File: src/design/psd_pkg.sv
// Shared widths, region codes and the pipeline tag type for the point-to-segment distance block.
`timescale 1ns / 1ps
`default_nettype none
package psd_pkg;
  localparam int COORD_W = 16;               // input coordinate width
  localparam int FRAC_W  = 8;                // fraction bits of the distance
  localparam int DIFF_W  = COORD_W + 1;      // coordinate differences
  localparam int PROD_W  = 2 * DIFF_W;       // products of differences
  localparam int SUM_W   = PROD_W + 1;       // dot and cross products
  localparam int MAG_W   = PROD_W;           // magnitudes and squared lengths
  localparam int DEN_W   = MAG_W;            // divisor width
  localparam int REM_W   = DEN_W + 1;        // partial remainder width
  localparam int NUM_W   = 2 * MAG_W + 2 * FRAC_W;  // scaled numerator
  localparam int QUO_W   = 51;               // quotient bits kept (value below 2^49)
  localparam int ROOT_W  = 25;               // result width
  localparam int OUT_DATA_W = 32;
  localparam int IN_DATA_W  = 6 * COORD_W;

  typedef logic [1:0] region_t;
  localparam region_t REG_INTERIOR = 2'd0;
  localparam region_t REG_START    = 2'd1;
  localparam region_t REG_END      = 2'd2;

  // Control that travels beside each request through the pipeline.
  typedef struct packed {
    logic    vld;
    region_t region;
  } psd_tag_t;
endpackage
`default_nettype wire

File: src/design/psd_sqrt.sv
// Fully pipelined integer square root, one root bit per stage.
`timescale 1ns / 1ps
`default_nettype none
module psd_sqrt import psd_pkg::*; (
  input  wire logic              clk,
  input  wire logic              rst_n,
  input  wire logic              en,
  input  wire psd_tag_t          in_tag,
  input  wire logic [QUO_W-1:0]  in_val,
  output psd_tag_t               out_tag,
  output logic [ROOT_W-1:0]      out_root
);
  logic [QUO_W-1:0]  rem_r  [ROOT_W];
  logic [ROOT_W-1:0] root_r [ROOT_W];
  psd_tag_t          tag_r  [ROOT_W];

  genvar k;
  generate
    for (k = 0; k < ROOT_W; k++) begin : g_stage
      localparam int B = ROOT_W - 1 - k;
      logic [QUO_W-1:0]  prem;
      logic [ROOT_W-1:0] proot;
      psd_tag_t          ptag;
      logic [QUO_W-1:0]  trial;
      logic              ge;

      if (k == 0) begin : g_first
        assign prem  = in_val;
        assign proot = '0;
        assign ptag  = in_tag;
      end else begin : g_next
        assign prem  = rem_r[k-1];
        assign proot = root_r[k-1];
        assign ptag  = tag_r[k-1];
      end

      // Setting root bit B adds 2*root*2^B + 2^(2B) to the square.
      assign trial = (QUO_W'(proot) << (B + 1)) | (QUO_W'(1) << (2 * B));
      assign ge    = (prem >= trial);

      always_ff @(posedge clk) begin
        if (!rst_n) begin
          tag_r[k] <= '0;
        end else if (en) begin
          tag_r[k] <= ptag;
        end
      end

      always_ff @(posedge clk) begin
        if (en) begin
          rem_r[k]  <= ge ? (prem - trial) : prem;
          root_r[k] <= ge ? (proot | (ROOT_W'(1) << B)) : proot;
        end
      end
    end
  endgenerate

  assign out_tag  = tag_r[ROOT_W-1];
  assign out_root = root_r[ROOT_W-1];
endmodule
`default_nettype wire

File: config.mk
export PLATFORM = sky130hd
export DESIGN_NAME = psd_sqrt
export DESIGN_NICKNAME = d
export VERILOG_FILES = /design/src/design/psd_pkg.sv /design/src/design/psd_sqrt.sv
export SDC_FILE = /design/constraint.sdc
export NUM_CORES = 2
export LEC_CHECK = 0
export BUFFER_PORTS_ARGS = -buffer_cell sky130_fd_sc_hd__buf_2
export CAP_MARGIN = 25
export CELL_PAD_IN_SITES_DETAIL_PLACEMENT = 0
export CELL_PAD_IN_SITES_GLOBAL_PLACEMENT = 2
export CORE_UTILIZATION = 49
export DETAILED_ROUTE_END_ITERATION = 6
export GPL_TIMING_DRIVEN = 1
export PLACE_DENSITY = 0.94
export SKIP_LAST_GASP = 1
export SYNTH_ARGS = -nofsm -noshare
export SYNTH_HDL_FRONTEND = slang
export SYNTH_SLANG_ARGS = --single-unit
File: constraint.sdc
create_clock -name clk -period 7.4 [get_ports clk]
set_input_delay 1.85 -clock clk [delete_from_list [all_inputs] [get_ports clk]]
set_output_delay 1.85 -clock clk [all_outputs]
set_load 0.02 [all_outputs]
# After elaboration in Yosys (flattened, before gate mapping)
# Memory sizes are Yosys's and may differ from the RTL's.
# Index checks and enable logic that the tools add are counted.
[classes] n_addsub=25 multipliers=0 div=0 magnitude_cmp=25 eq_ne=0 shifts=0 muxes=80 bitwise=25 n_reduce_logical=0
[ops] operator="$mux W51" n=25
[ops] operator="$mux W3" n=26
[ops] operator="$ge A51 B26 Y1" n=1
[ops] operator="$ge A51 B27 Y1" n=1
[ops] operator="$ge A51 B28 Y1" n=1
[ops] operator="$ge A51 B29 Y1" n=1
[ops] operator="$ge A51 B30 Y1" n=1
[ops] operator="$ge A51 B31 Y1" n=1
[ops] operator="$ge A51 B32 Y1" n=1
[ops] operator="$ge A51 B33 Y1" n=1
[ops] operator="$ge A51 B34 Y1" n=1
[ops] operator="$ge A51 B35 Y1" n=1
[ops] operator="$ge A51 B36 Y1" n=1
[ops] operator="$ge A51 B37 Y1" n=1
[ops] operator="$ge A51 B38 Y1" n=1
[ops] operator="$ge A51 B39 Y1" n=1
[ops] operator="$ge A51 B40 Y1" n=1
[ops] operator="$ge A51 B41 Y1" n=1
[ops] operator="$ge A51 B42 Y1" n=1
[ops] operator="$ge A51 B43 Y1" n=1
[ops] operator="$ge A51 B44 Y1" n=1
[ops] operator="$ge A51 B45 Y1" n=1
[ops] operator="$ge A51 B46 Y1" n=1
[ops] operator="$ge A51 B47 Y1" n=1
[ops] operator="other kinds (53)" n=82
[word_totals] reg_bits=0 latchBits=0 ramBits=1975 mem_bits_ro=0 in_bits=57 out_inout_bits=28 word_cells=158 memories=3
[memory_table] name="rem_r" depth=25 width=51 rd=24 rd_clocked_by_memory_dff=0 write_ports=25 line_no="psd_sqrt.sv:13" source="logic [QUO_W-1:0] rem_r [ROOT_W];"
[memory_table] name="root_r" depth=25 width=25 rd=25 rd_clocked_by_memory_dff=0 write_ports=25 line_no="psd_sqrt.sv:14" source="logic [ROOT_W-1:0] root_r [ROOT_W];"
[memory_table] name="tag_r" depth=25 width=3 rd=25 rd_clocked_by_memory_dff=0 write_ports=25 line_no="psd_sqrt.sv:15" source="psd_tag_t tag_r [ROOT_W];"

# Logic depth before layout (Yosys ltp)
[depth] ltp_word=4 depth_mapped=14 ltp_nobuf=12

# Least setup slack after synthesis
# Ideal clock, no wire load.
[synth_path] path_kind="input to register" start="input en" end="memory tag_r[0][0] in the netlist's numbering (enable)" setup_ns=0.446 arrival_ns=3.935 required_time_ns=6.954 path_slack_ns=3.019 path_stages=2 path_buffers=1 cell_sequence="buf_1 -> nand2b_1"
[synth_rtl] item="start, declared" line_no="psd_sqrt.sv:7" source="input wire logic en,"
[synth_rtl] item="end, declared" line_no="psd_sqrt.sv:15"

==> metrics.cfg <==
[clock_network]
clockBufferDepth=3
cts_resized=0
cts_buffers=169
clock-sinks=1624
root_buffer=clkbuf_16
h-tree-depth=4
postCtsSetupRepairBufs=0
clk_pin_slew_worst_paths_ps=60
clock_latency_ps=810
postCtsHoldBufs=0
cts_tree=built

[synthesis]
synthesis.area_um2=76500
synth.top_cell.area_share_pct=63.8
synth_cells=5957
synth-edff-count=1624
ys_ff_latch=1624
ys_async_sr_fraction_pct=0
yosys.area.top_type=edfxtp_1
avgSynthCellArea_um2=12.8
ys_seq_area_share_pct=63.8
syn_nets=6362
synth_ff_type=edfxtp_1
synth_warnings=0
synth_area_leaders=edfxtp_1 (64%), ha_1 (5.7%), xnor2_1 (3.2%)
yosysUniqueCellTypes=87

[hold_path]
hold_path.class=reg2reg

[job]
maxCapViolCount=0

[critical_path]
required_ps=7920
setup.worst_path.start=rem_r[19][10]
critPathLaunchType=flip-flop
r2r-end=rem_r[20][43]
worst-setup-path-type=reg2reg
reg2regPathDepth=11
worstPathArrival_ps=4710
reg2reg_from=rem_r[19][10]
end_kind=flip-flop
crit_path_cell_trace=ha_1, o21a_1, nor2_1, o211a_1, o31ai_1, a31o_2, buf_4, nand3_1, nor4_1, nand2_1, xnor2_1
cp.depth=11
endpoint=rem_r[20][43]
cp_num_buf_inv=1
critical_path.max_fanout=42
critical_path.max_stage_delay_ps=800
r2r_setup_slack_ps=3210
cp_slowest_cell=nor4_1
critPathTopFamily=compound AO/OA/AOI/OAI gates

[route]
wl_per_cell_um=19.8
drtPass1Iterations=7
vias=46681
totalWireLength_um=165000
via_per_inst=5.62
ant_nets=0
drt_iter0_drc=3609
drcViolationCount=8

[layout]
multi_input_area_um2=25700
fillers=12667
regArea_um2=48800
syn2layout_area_growth_pct=11.5
drive_gt1_share_pct=7.39
fin_nets=6530

[global_routing]
antenna_found_initial=4
track_usage_pct=20.8
grt_max_degree=197
grt_pass1_vias=45760
grt_pass1_wl_um=257000
gr-total-overflow=0

[timing]
slew_headroom_pct=32.4
finalSetupTns_ps=0
finalHoldViolCount=0
min_period_over_period_pct=56.7
setup_viol=0
drv_slew=0
min_period_ps=4190
rsz0062_at_grt=no
fmax_mhz=239
fin_skew_ps=66.3
worst_pin_slew_ps=1000

[die]
die_x_um=397
rows=144
ios=85
die_h_um=397
start_util_pct=49.5
coreArea_um2=155000
die_area_um2=158000

[power]
p_leak_uw=0.0321
irDropWorstVdd_uv=233
p_per_area_nw_per_um2=298
power.total_uw=25400

[outcome]
status=finished with violations
violations=DRC

[placed_design]
port_buffers=84
dp_hpwl_um=121000
gp_congestion=0.884

==> kinds of logic (layout without fill, tap and decap cells) <==
group | count (synthesis) | in the layout | share of synthesized area (%)
flip-flops | 1624 | 1624 | 63.8
AND/OR/NAND/NOR | 1794 | 1794 | 12.4
buffers and inverters | 537 | 844 | 2.67
adder cells (fa/ha/maj) | 348 | 348 | 5.69
AO/OA/AOI/OAI | 1054 | 1054 | 8.48
multiplexers | 54 | 54 | 0.775
other | 0 | 1 | 0
XOR/XNOR | 546 | 546 | 6.25
==> cell usage in the layout (no fill, tap or decap), types with 93 or more instances in the layout <==
cell type,instances
a21oi_1,359
nor4_1,221
o21ai_0,265
nand4_1,93
and3_1,102
ha_1,348
inv_1,412
nand2_1,366
a21o_1,120
nor3_1,150
nor2_1,381
edfxtp_1,1624
clkbuf_16,169
xor2_1,267
xnor2_1,279
==> power breakdown <==
| group | leakage (µW) | switching (µW) | internal [µW] |
|---|---|---|---|
| clock | 0.00279 | 3650 | 5090 |
| sequential | 0.0157 | 848 | 11500 |
| combinational | 0.0137 | 2510 | 1760 |
| total | 0.0321 | 7010 | 18400 |
==> synthesized netlist by cell type, types with 9 or more instances <==
master	count
o21a_1	56
nand3_1	84
nand4_1	93
a21oi_1	359
nor4b_1	38
edfxtp_1	1624
o21bai_1	26
o21ai_0	266
and4_1	10
mux2i_1	12
xnor2_1	279
buf_2	9
a21boi_0	13
o31ai_1	29
nand2_1	366
a21o_1	120
a211oi_1	31
clkbuf_1	103
a211o_1	19
a31oi_1	24
o211ai_1	28
or3_1	60
nor4_1	222
nor2b_1	49
and2_1	19
nor3_1	150
nor3b_1	13
nand4b_1	13
or4_1	43
ha_1	348
xor2_1	267
inv_1	412
nand2b_1	84
nand3b_1	13
nor2_1	381
mux2_2	42
or2_2	21
and3_1	102
==> area by class of cell <==
class | instances | share of cell area [%]
clock buffers | 194 | 5.07
repair buffers | 118 | 0.933
inverters | 416 | 1.84
multi-input cells | 3796 | 30.2
well taps | 2044 | 3.00
clock inverters | 116 | 1.76
diodes | 1 | 0.00294
flip-flops and latches | 1624 | 57.2
==> metal layers <==
metal  global-route usage (%)  vias up  wire (µm)
li1                         -    22678          -
met5                        0        -          0
met3                     2.76      254       7190
met2                     35.5     1077      81400
met1                     27.7    22672      72000
met4                     6.07        0       4050
==> state kept, by name, summed over array words and instances (netlist names) <==
name and count:
root_r 325, tag_r 75, rem_r 1224
==> through the flow <==
| stage | utilization, % | instance area (µm²) | setup WS (ps) | hold slack (ps) | std cells |
|---|---|---|---|---|---|
| after floorplan | - | 76500 | 3020 | 417 | 5957 |
| after global placement | 51.3 | 79400 | 3130 | 421 | 7993 |
| after detailed placement | 51.3 | 79400 | 3270 | 427 | 7994 |
| after CTS | 55.1 | 85200 | 3240 | 430 | 8304 |
| after global routing | 55.1 | 85300 | 2930 | 429 | 8308 |
| final | 55.1 | 85300 | 3210 | 427 | 8309 |
==> worst min-delay path by stage <==
stage                   start              to  depth (start not counted)
6_report       root_r[11][13]  root_r[12][13]                          0
5_1_grt        root_r[11][13]  root_r[12][13]                          0
4_1_cts        root_r[11][13]  root_r[12][13]                          0
3_5_place_dp    rem_r[13][12]   rem_r[14][12]                          0
3_3_place_gp     rem_r[18][6]    rem_r[19][6]                          0
2_1_floorplan   rem_r[11][19]   rem_r[12][19]                          0
No activity file was read; power rests on OpenSTA's default activity.
